===== config.mk =====
export PLATFORM = sky130hd
export DESIGN_NAME = msb_engine
export DESIGN_NICKNAME = d
export VERILOG_FILES = /design/src/hw/rtl/msb_pkg.sv /design/src/hw/rtl/msb_engine.sv
export SDC_FILE = /design/constraint.sdc
export NUM_CORES = 1
export LEC_CHECK = 0
export BUFFER_PORTS_ARGS = -buffer_cell sky130_fd_sc_hd__buf_2
export CAP_MARGIN = 30
export CORE_MARGIN = 5
export CORE_UTILIZATION = 45
export DETAILED_ROUTE_END_ITERATION = 7
export GPL_TIMING_DRIVEN = 0
export PLACE_DENSITY = 0.7
export SYNTH_ARGS = -nofsm -noshare
export SYNTH_HDL_FRONTEND = slang
export SYNTH_SLANG_ARGS = --single-unit

===== constraint.sdc =====
create_clock -name clk -period 7 [get_ports clk]
set_input_delay 0.7 -clock clk [delete_from_list [all_inputs] [get_ports clk]]
set_output_delay 0.7 -clock clk [all_outputs]
set_load 0.02 [all_outputs]

===== src/hw/rtl/msb_pkg.sv =====
// shared types, codes and helpers of the masked sprite blitter
package msb_pkg;

	localparam int WORD_W             = 16;
	localparam int SPR_WORDS_PER_ROW  = 4;
	localparam int DRAW_SPAN          = 5;
	localparam int FB_ADDR_W          = 13;

	localparam int SPRITE_SLOTS_DEF     = 64;
	localparam int SPRITE_ROWS_DEF      = 64;
	localparam int FB_WORDS_PER_ROW_DEF = 32;
	localparam int FB_ROWS_DEF          = 256;

	localparam logic [1:0] OP_LOAD  = 2'd0;
	localparam logic [1:0] OP_CLEAR = 2'd1;
	localparam logic [1:0] OP_DRAW  = 2'd2;
	localparam logic [1:0] OP_READ  = 2'd3;

	typedef struct packed {
		logic [1:0]           op;
		logic [5:0]           sprite_index;
		logic [5:0]           sprite_row;
		logic [1:0]           sprite_word;
		logic [WORD_W-1:0]    color_word;
		logic [WORD_W-1:0]    alpha_word;
		logic [8:0]           pos_x;
		logic [7:0]           pos_y;
		logic                 fill_white;
		logic [FB_ADDR_W-1:0] fb_address;
	} req_t;

	typedef struct packed {
		logic [WORD_W-1:0]    read_data;
		logic [FB_ADDR_W-1:0] read_address;
	} rsp_t;

	// memory strobes from the engine
	typedef struct packed {
		logic                         spr_re;
		logic [SPR_WORDS_PER_ROW-1:0] spr_we;
		logic                         fb_re;
		logic                         fb_we;
	} mem_ctl_t;

	// read completion handed to the output register
	typedef struct packed {
		logic                 load;
		logic                 in_range;
		logic [FB_ADDR_W-1:0] address;
	} rd_status_t;

	// right shift of a word with the bits of its left neighbor shifted in
	function automatic logic [WORD_W-1:0] shift_pair(input logic [WORD_W-1:0] prev,
		input logic [WORD_W-1:0] cur, input logic [3:0] s);
		logic [2*WORD_W-1:0] pair;
		pair = {prev, cur} >> s;
		return pair[WORD_W-1:0];
	endfunction

endpackage


===== src/hw/rtl/msb_engine.sv =====
// request sequencer: load, clear sweep, draw read-modify-write and read
module msb_engine #(
	parameter int SPRITE_SLOTS     = msb_pkg::SPRITE_SLOTS_DEF,
	parameter int SPRITE_ROWS      = msb_pkg::SPRITE_ROWS_DEF,
	parameter int FB_WORDS_PER_ROW = msb_pkg::FB_WORDS_PER_ROW_DEF,
	parameter int FB_ROWS          = msb_pkg::FB_ROWS_DEF,
	localparam int SPR_DEPTH       = SPRITE_SLOTS * SPRITE_ROWS,
	localparam int SPR_AW          = (SPR_DEPTH > 1) ? $clog2(SPR_DEPTH) : 1,
	localparam int FB_WORDS        = FB_WORDS_PER_ROW * FB_ROWS,
	localparam int FB_AW           = (FB_WORDS > 1) ? $clog2(FB_WORDS) : 1
) (
	input  logic                    clk,
	input  logic                    arst_n,
	input  logic                    req_valid,
	output logic                    req_stall,
	input  msb_pkg::req_t           req,
	input  logic                    slot_free,
	output msb_pkg::rd_status_t     rd_status,
	output msb_pkg::mem_ctl_t       mem_ctl,
	output logic [SPR_AW-1:0]       spr_waddr,
	output logic [2*msb_pkg::WORD_W-1:0] spr_wdata,
	output logic [SPR_AW-1:0]       spr_raddr,
	input  logic [msb_pkg::SPR_WORDS_PER_ROW-1:0][2*msb_pkg::WORD_W-1:0] spr_rdata,
	output logic [FB_AW-1:0]        fb_waddr,
	output logic [msb_pkg::WORD_W-1:0] fb_wdata,
	output logic [FB_AW-1:0]        fb_raddr,
	input  logic [msb_pkg::WORD_W-1:0] fb_rdata
);
	import msb_pkg::*;

	// wide enough for any draw address, any read address and the buffer size
	localparam int LIN_W = $clog2((256 + SPRITE_ROWS) * FB_WORDS_PER_ROW + FB_WORDS + 8192);
	localparam int ROW_W = (SPRITE_ROWS > 1) ? $clog2(SPRITE_ROWS) : 1;

	localparam logic [2:0] ST_IDLE  = 3'd0;
	localparam logic [2:0] ST_CLEAR = 3'd1;
	localparam logic [2:0] ST_SPR   = 3'd2;
	localparam logic [2:0] ST_FB    = 3'd3;
	localparam logic [2:0] ST_DRAIN = 3'd4;
	localparam logic [2:0] ST_READ  = 3'd5;

	logic [2:0]           state_q;
	logic [SPR_AW-1:0]    spr_addr_q;
	logic [ROW_W-1:0]     row_q;
	logic [2:0]           phase_q;
	logic [LIN_W-1:0]     rowbase_q;
	logic [3:0]           shift_q;
	logic [FB_AW-1:0]     clr_addr_q;
	logic                 fill_q;
	logic [FB_ADDR_W-1:0] rd_addr_q;
	logic                 rd_inb_q;

	logic                 wr_valid_s1;
	logic                 wr_inb_s1;
	logic [FB_AW-1:0]     wr_addr_s1;
	logic [2:0]           m_s1;

	logic                 take;
	logic                 slot_ok;
	logic                 row_ok;
	logic [LIN_W-1:0]     lin;
	logic [LIN_W-1:0]     lin_rd;
	logic                 lin_inb;
	logic [2:0]           m_prev;
	logic [WORD_W-1:0]    c_cur, c_prev, a_cur, a_prev;
	logic [WORD_W-1:0]    c_sh, a_sh;

	assign req_stall = (state_q != ST_IDLE);
	assign take      = req_valid && !req_stall;
	assign slot_ok   = (32'(req.sprite_index) < SPRITE_SLOTS);
	assign row_ok    = (32'(req.sprite_row) < SPRITE_ROWS);
	assign lin       = rowbase_q + LIN_W'(phase_q);
	assign lin_inb   = (lin < LIN_W'(FB_WORDS));
	assign lin_rd    = LIN_W'(req.fb_address);

	// sprite load goes straight into the addressed bank
	assign spr_waddr = SPR_AW'(32'(req.sprite_index) * SPRITE_ROWS + 32'(req.sprite_row));
	assign spr_wdata = {req.color_word, req.alpha_word};
	assign spr_raddr = spr_addr_q;

	always_comb begin
		mem_ctl        = '0;
		mem_ctl.spr_re = (state_q == ST_SPR);
		if (take && req.op == OP_LOAD && slot_ok && row_ok) begin
			mem_ctl.spr_we[req.sprite_word] = 1'b1;
		end
		mem_ctl.fb_re = (state_q == ST_FB) || (take && req.op == OP_READ);
		mem_ctl.fb_we = (state_q == ST_CLEAR) || (wr_valid_s1 && wr_inb_s1);
	end

	always_comb begin
		if (state_q == ST_FB) begin
			fb_raddr = lin[FB_AW-1:0];
		end else begin
			fb_raddr = lin_rd[FB_AW-1:0];
		end
	end

	// merge stage: shifted sprite word over the old framebuffer word
	assign m_prev = m_s1 - 3'd1;
	always_comb begin
		c_cur  = '0;
		a_cur  = '0;
		c_prev = '0;
		a_prev = '0;
		if (!m_s1[2]) begin
			c_cur = spr_rdata[m_s1[1:0]][2*WORD_W-1:WORD_W];
			a_cur = spr_rdata[m_s1[1:0]][WORD_W-1:0];
		end
		if (m_s1 != 3'd0) begin
			c_prev = spr_rdata[m_prev[1:0]][2*WORD_W-1:WORD_W];
			a_prev = spr_rdata[m_prev[1:0]][WORD_W-1:0];
		end
	end
	assign c_sh = shift_pair(c_prev, c_cur, shift_q);
	assign a_sh = shift_pair(a_prev, a_cur, shift_q);

	always_comb begin
		if (state_q == ST_CLEAR) begin
			fb_waddr = clr_addr_q;
			fb_wdata = {WORD_W{fill_q}};
		end else begin
			fb_waddr = wr_addr_s1;
			fb_wdata = (c_sh & a_sh) | (fb_rdata & ~a_sh);
		end
	end

	assign rd_status.load     = (state_q == ST_READ) && slot_free;
	assign rd_status.in_range = rd_inb_q;
	assign rd_status.address  = rd_addr_q;

	always_ff @(posedge clk or negedge arst_n) begin
		if (!arst_n) begin
			state_q     <= ST_IDLE;
			wr_valid_s1 <= 1'b0;
		end else begin
			wr_valid_s1 <= (state_q == ST_FB);
			case (state_q)
				ST_IDLE: begin
					if (take) begin
						case (req.op)
							OP_CLEAR: state_q <= ST_CLEAR;
							OP_DRAW: begin
								if (slot_ok) begin
									state_q <= ST_SPR;
								end
							end
							OP_READ: state_q <= ST_READ;
							default: state_q <= ST_IDLE;
						endcase
					end
				end
				ST_CLEAR: begin
					if (clr_addr_q == FB_AW'(FB_WORDS - 1)) begin
						state_q <= ST_IDLE;
					end
				end
				ST_SPR: state_q <= ST_FB;
				ST_FB: begin
					if (phase_q == 3'(DRAW_SPAN - 1)) begin
						if (row_q == ROW_W'(SPRITE_ROWS - 1)) begin
							state_q <= ST_DRAIN;
						end else begin
							state_q <= ST_SPR;
						end
					end
				end
				ST_DRAIN: state_q <= ST_IDLE;
				ST_READ: begin
					if (slot_free) begin
						state_q <= ST_IDLE;
					end
				end
				default: state_q <= ST_IDLE;
			endcase
		end
	end

	always_ff @(posedge clk) begin
		wr_addr_s1 <= lin[FB_AW-1:0];
		wr_inb_s1  <= lin_inb;
		m_s1       <= phase_q;
		case (state_q)
			ST_IDLE: begin
				clr_addr_q <= '0;
				fill_q     <= req.fill_white;
				spr_addr_q <= SPR_AW'(32'(req.sprite_index) * SPRITE_ROWS);
				row_q      <= '0;
				phase_q    <= '0;
				rowbase_q  <= LIN_W'(32'(req.pos_y) * FB_WORDS_PER_ROW + 32'(req.pos_x[8:4]));
				shift_q    <= req.pos_x[3:0];
				rd_addr_q  <= req.fb_address;
				rd_inb_q   <= (lin_rd < LIN_W'(FB_WORDS));
			end
			ST_CLEAR: clr_addr_q <= clr_addr_q + FB_AW'(1);
			ST_SPR: phase_q <= '0;
			ST_FB: begin
				if (phase_q == 3'(DRAW_SPAN - 1)) begin
					row_q      <= row_q + ROW_W'(1);
					spr_addr_q <= spr_addr_q + SPR_AW'(1);
					rowbase_q  <= rowbase_q + LIN_W'(FB_WORDS_PER_ROW);
				end else begin
					phase_q <= phase_q + 3'd1;
				end
			end
			default: begin
			end
		endcase
	end

endmodule


==> flow_summary.json <==
{
  "p_int_mw": 2.80,
  "layout_setup_ws_ns": 1.09,
  "timing.fmax_mhz": 169,
  "ys_seq_area_share_pct": 25.2,
  "io_pins": 348,
  "hp-class": "primary input to async pin",
  "period_share_pct": 84.4,
  "hold_viol": 0,
  "synth-seq-cells": 88,
  "seq_area_um2": 2450,
  "power_switching_mw": 3.38,
  "sw_frac_of_total_pct": 54.7,
  "clock_latency_ns": 0.36,
  "power_density_nw_per_um2": 518,
  "vias_per_cell": 6.39,
  "fill_cells": 2000,
  "wl_per_cell_um": 25.9,
  "min_period_ns": 5.91,
  "routed_wl_um": 44600,
  "power.share.clock_pct": 7.7,
  "setup_violations": 0,
  "h-tree-depth": 3,
  "cp-end-kind": "output pin",
  "ir_drop_v": 0.000253,
  "io_buffers": 308,
  "synthCells": 1117,
  "tightest_slew_ns": 0.987,
  "drive_above_1_share_pct": 33.7,
  "rsz0062_at_grt": "false",
  "synth_area_per_cell_um2": 8.70,
  "fp.coreArea_um2": 21200,
  "row_count": 53,
  "grt_pass1_wl_um": 64700,
  "cts.sinks": 88,
  "p_leak_nw": 5.22,
  "multi_input_area_um2": 6430,
  "r2r-start": "state_q[1]",
  "hold_slack_ns": 0.149,
  "drt-pass1-iter-count": 8,
  "yosys_warnings": 0,
  "first_iter_violations": 1310,
  "grt-ovfl-total": 0,
  "start_util_pct": 45.9,
  "combPwrFrac_pct": 75.2,
  "gp_congestion": 1.02,
  "finalSetupTns_ns": 0,
  "crit_type": "flop to output pin",
  "slew_headroom_pct": 33.6,
  "cts_tree": "done",
  "cp-endpoint": "fb_wdata[15]",
  "fin_skew_ns": 0.0119,
  "startpoint_type": "flop",
  "cts_buffers": 9,
  "grt_start_max_net_pins": 18,
  "ys_types": 81,
  "synth_ff_type": "edfxtp_1",
  "crit_arrival_ns": 5.21,
  "status": "finished clean",
  "cts_resized": 0,
  "first_global_vias": 10600,
  "synth_area_leaders": "edfxtp_1, mux2i_1, mux4_2, nand2_1, o22ai_1",
  "area_growth_pct": 23.0,
  "seq_power_share_pct": 17.0,
  "die-area_um2": 24600,
  "hold_buffers": 0,
  "netlist_area_um2": 9710,
  "yosys.area.top_type": "edfxtp_1",
  "grt_antenna_before_repair": 1,
  "finalMaxSlewViolations": 0,
  "vias": 11000,
  "ant_nets": 0,
  "hpwl_um": 36600,
  "worstReg2RegEnd": "row_q[1]",
  "synth-edff-count": 67,
  "syn-num-nets": 1355,
  "r2r_cells": 5,
  "clk_path_buf_depth": 2,
  "worst_setup_path_startpoint": "m_s1[0]",
  "critPathRequiredTime_ns": 6.30,
  "cts.reportedPaths.clkPinSlew_ns": 0.08,
  "fin_nets": 1680,
  "place_ws_ns": 1.59,
  "post_cts_buffers": 0,
  "maxCapViolations": 0,
  "post-route-drc-count": 0,
  "clockRootBuffer": "clkbuf_16",
  "async_flop_share_pct": 4.55,
  "rrSetupSlack_ns": 4.40,
  "dieWidth_um": 157,
  "synth_top_area_share_pct": 20.7,
  "die_height_um": 157,
  "path_max_fanout": 10,
  "grt_use_total_pct": 34.7
}
==> registers in the layout, summed over array words and instances, names as in the netlist <==
register,count
spr_raddr,12
m_s1,3
clr_addr_q,13
wr_addr_s1,13
rd_addr_q,13
wr_valid_s1,1
wr_inb_s1,1
rowbase_q,15
fill_q,1
state_q,3
phase_q,3
shift_q,4
row_q,6
==> cells in the mapped netlist (6+ instances only) <==
| library cell | n |
|---|---|
| and3_1 | 7 |
| o21ai_0 | 39 |
| nand2_1 | 159 |
| o2bb2ai_1 | 6 |
| mux4_2 | 30 |
| dfxtp_1 | 17 |
| nor2_1 | 75 |
| xnor2_1 | 23 |
| or4_1 | 11 |
| a31oi_1 | 7 |
| a21o_1 | 7 |
| buf_2 | 12 |
| edfxtp_1 | 67 |
| a22oi_1 | 9 |
| or3_1 | 13 |
| nor3b_1 | 7 |
| ha_1 | 10 |
| mux2i_1 | 125 |
| o221ai_1 | 8 |
| buf_1 | 9 |
| mux2_2 | 39 |
| clkbuf_1 | 43 |
| a21oi_1 | 25 |
| o22ai_1 | 80 |
| inv_1 | 13 |
| xor2_1 | 18 |
| nor4_1 | 10 |
| and2_1 | 16 |
| nor2b_1 | 8 |
| nor3_1 | 15 |
| buf_4 | 52 |
| nand3_1 | 43 |
| buf_6 | 8 |
| o211ai_1 | 11 |
==> how the worst min path moves through the flow <==
stage                     startpoint    endpoint
after floorplan               arst_n  state_q[0]
after global placement    phase_q[0]     m_s1[0]
after detailed placement  phase_q[0]     m_s1[0]
after CTS                     arst_n  state_q[1]
after global routing          arst_n  state_q[1]
final                         arst_n  state_q[1]
==> through the flow <==
stage | total power, mW | utilization, % | cell area (um2) | std cells
after floorplan | 4.00 | - | 9710 | 1117
after global placement | 5.54 | 54.8 | 11600 | 1700
after detailed placement | 5.56 | 55.1 | 11700 | 1706
after CTS | 6.06 | 56.5 | 11900 | 1722
after global routing | 6.45 | 56.5 | 11900 | 1722
final | 6.19 | 56.5 | 12000 | 1723
==> critical path: stages (launching register included) <==
cell and delay [ns]:
dfxtp_1 0.34, buf_6 0.15, buf_12 0.15, clkinv_1 0.34
buf_1 0.41, ha_1 0.40, buf_2 0.20, buf_2 0.32
buf_4 0.32, mux2i_1 0.11, mux2_2 0.34, o21ai_0 0.58
o22a_1 0.21, nand3_1 0.09, nor3b_1 0.17, o41ai_1 0.43
buf_2 0.25
==> layout by cell type, fill, tap and decap left out, types with 13 or more instances in the layout <==
| cell | instances |
|---|---|
| or3_1 | 13 |
| a21oi_1 | 25 |
| nor3_1 | 14 |
| nand3_1 | 43 |
| nand2_1 | 159 |
| dfxtp_1 | 17 |
| mux2i_1 | 125 |
| xor2_1 | 18 |
| mux2_2 | 39 |
| edfxtp_1 | 67 |
| and2_1 | 16 |
| o21ai_0 | 38 |
| clkbuf_1 | 43 |
| o22ai_1 | 80 |
| inv_1 | 13 |
| buf_4 | 53 |
| nor2_1 | 75 |
| xnor2_1 | 23 |
| buf_2 | 322 |
| mux4_2 | 30 |
==> metal layers <==
metal,track usage [%],part of all wire [%]
met5,0,0.029
met4,12.5,4.2
met3,8.41,12
met2,54.9,45
met1,46.4,39
==> power by group through the flow <==
stage	Clock, mW	Combinational, mW	Sequential (mW)
2_1_floorplan	0	2.90	1.10
3_3_place_gp	0	4.47	1.07
3_5_place_dp	0	4.51	1.06
4_1_cts	0.485	4.53	1.05
5_1_grt	0.510	4.86	1.08
6_report	0.478	4.66	1.05
==> kinds of logic after synthesis <==
| family | after synthesis | share of synthesized area [%] |
|---|---|---|
| and+or+nand+nor | 394 | 19.5 |
| xor gates and xnor gates | 41 | 3.70 |
| adders and majority gates | 11 | 1.49 |
| muxes | 194 | 24.4 |
| buffers and inverters | 142 | 8.60 |
| AOI/OAI and AO/OA | 246 | 17.0 |
| other | 1 | 0.0386 |
| DFF | 88 | 25.2 |
==> cell type report <==
cell class | count | area share, %
clock inverter | 7 | 0.513
clock buffer | 9 | 1.88
buffer | 126 | 6.49
inverter | 16 | 0.503
tap | 275 | 2.88
timing repair buffer | 314 | 13.4
sequential | 88 | 20.5
antenna | 1 | 0.0209
multi-input combinational | 887 | 53.8
Note: power is estimated with default switching activity, not from simulation.
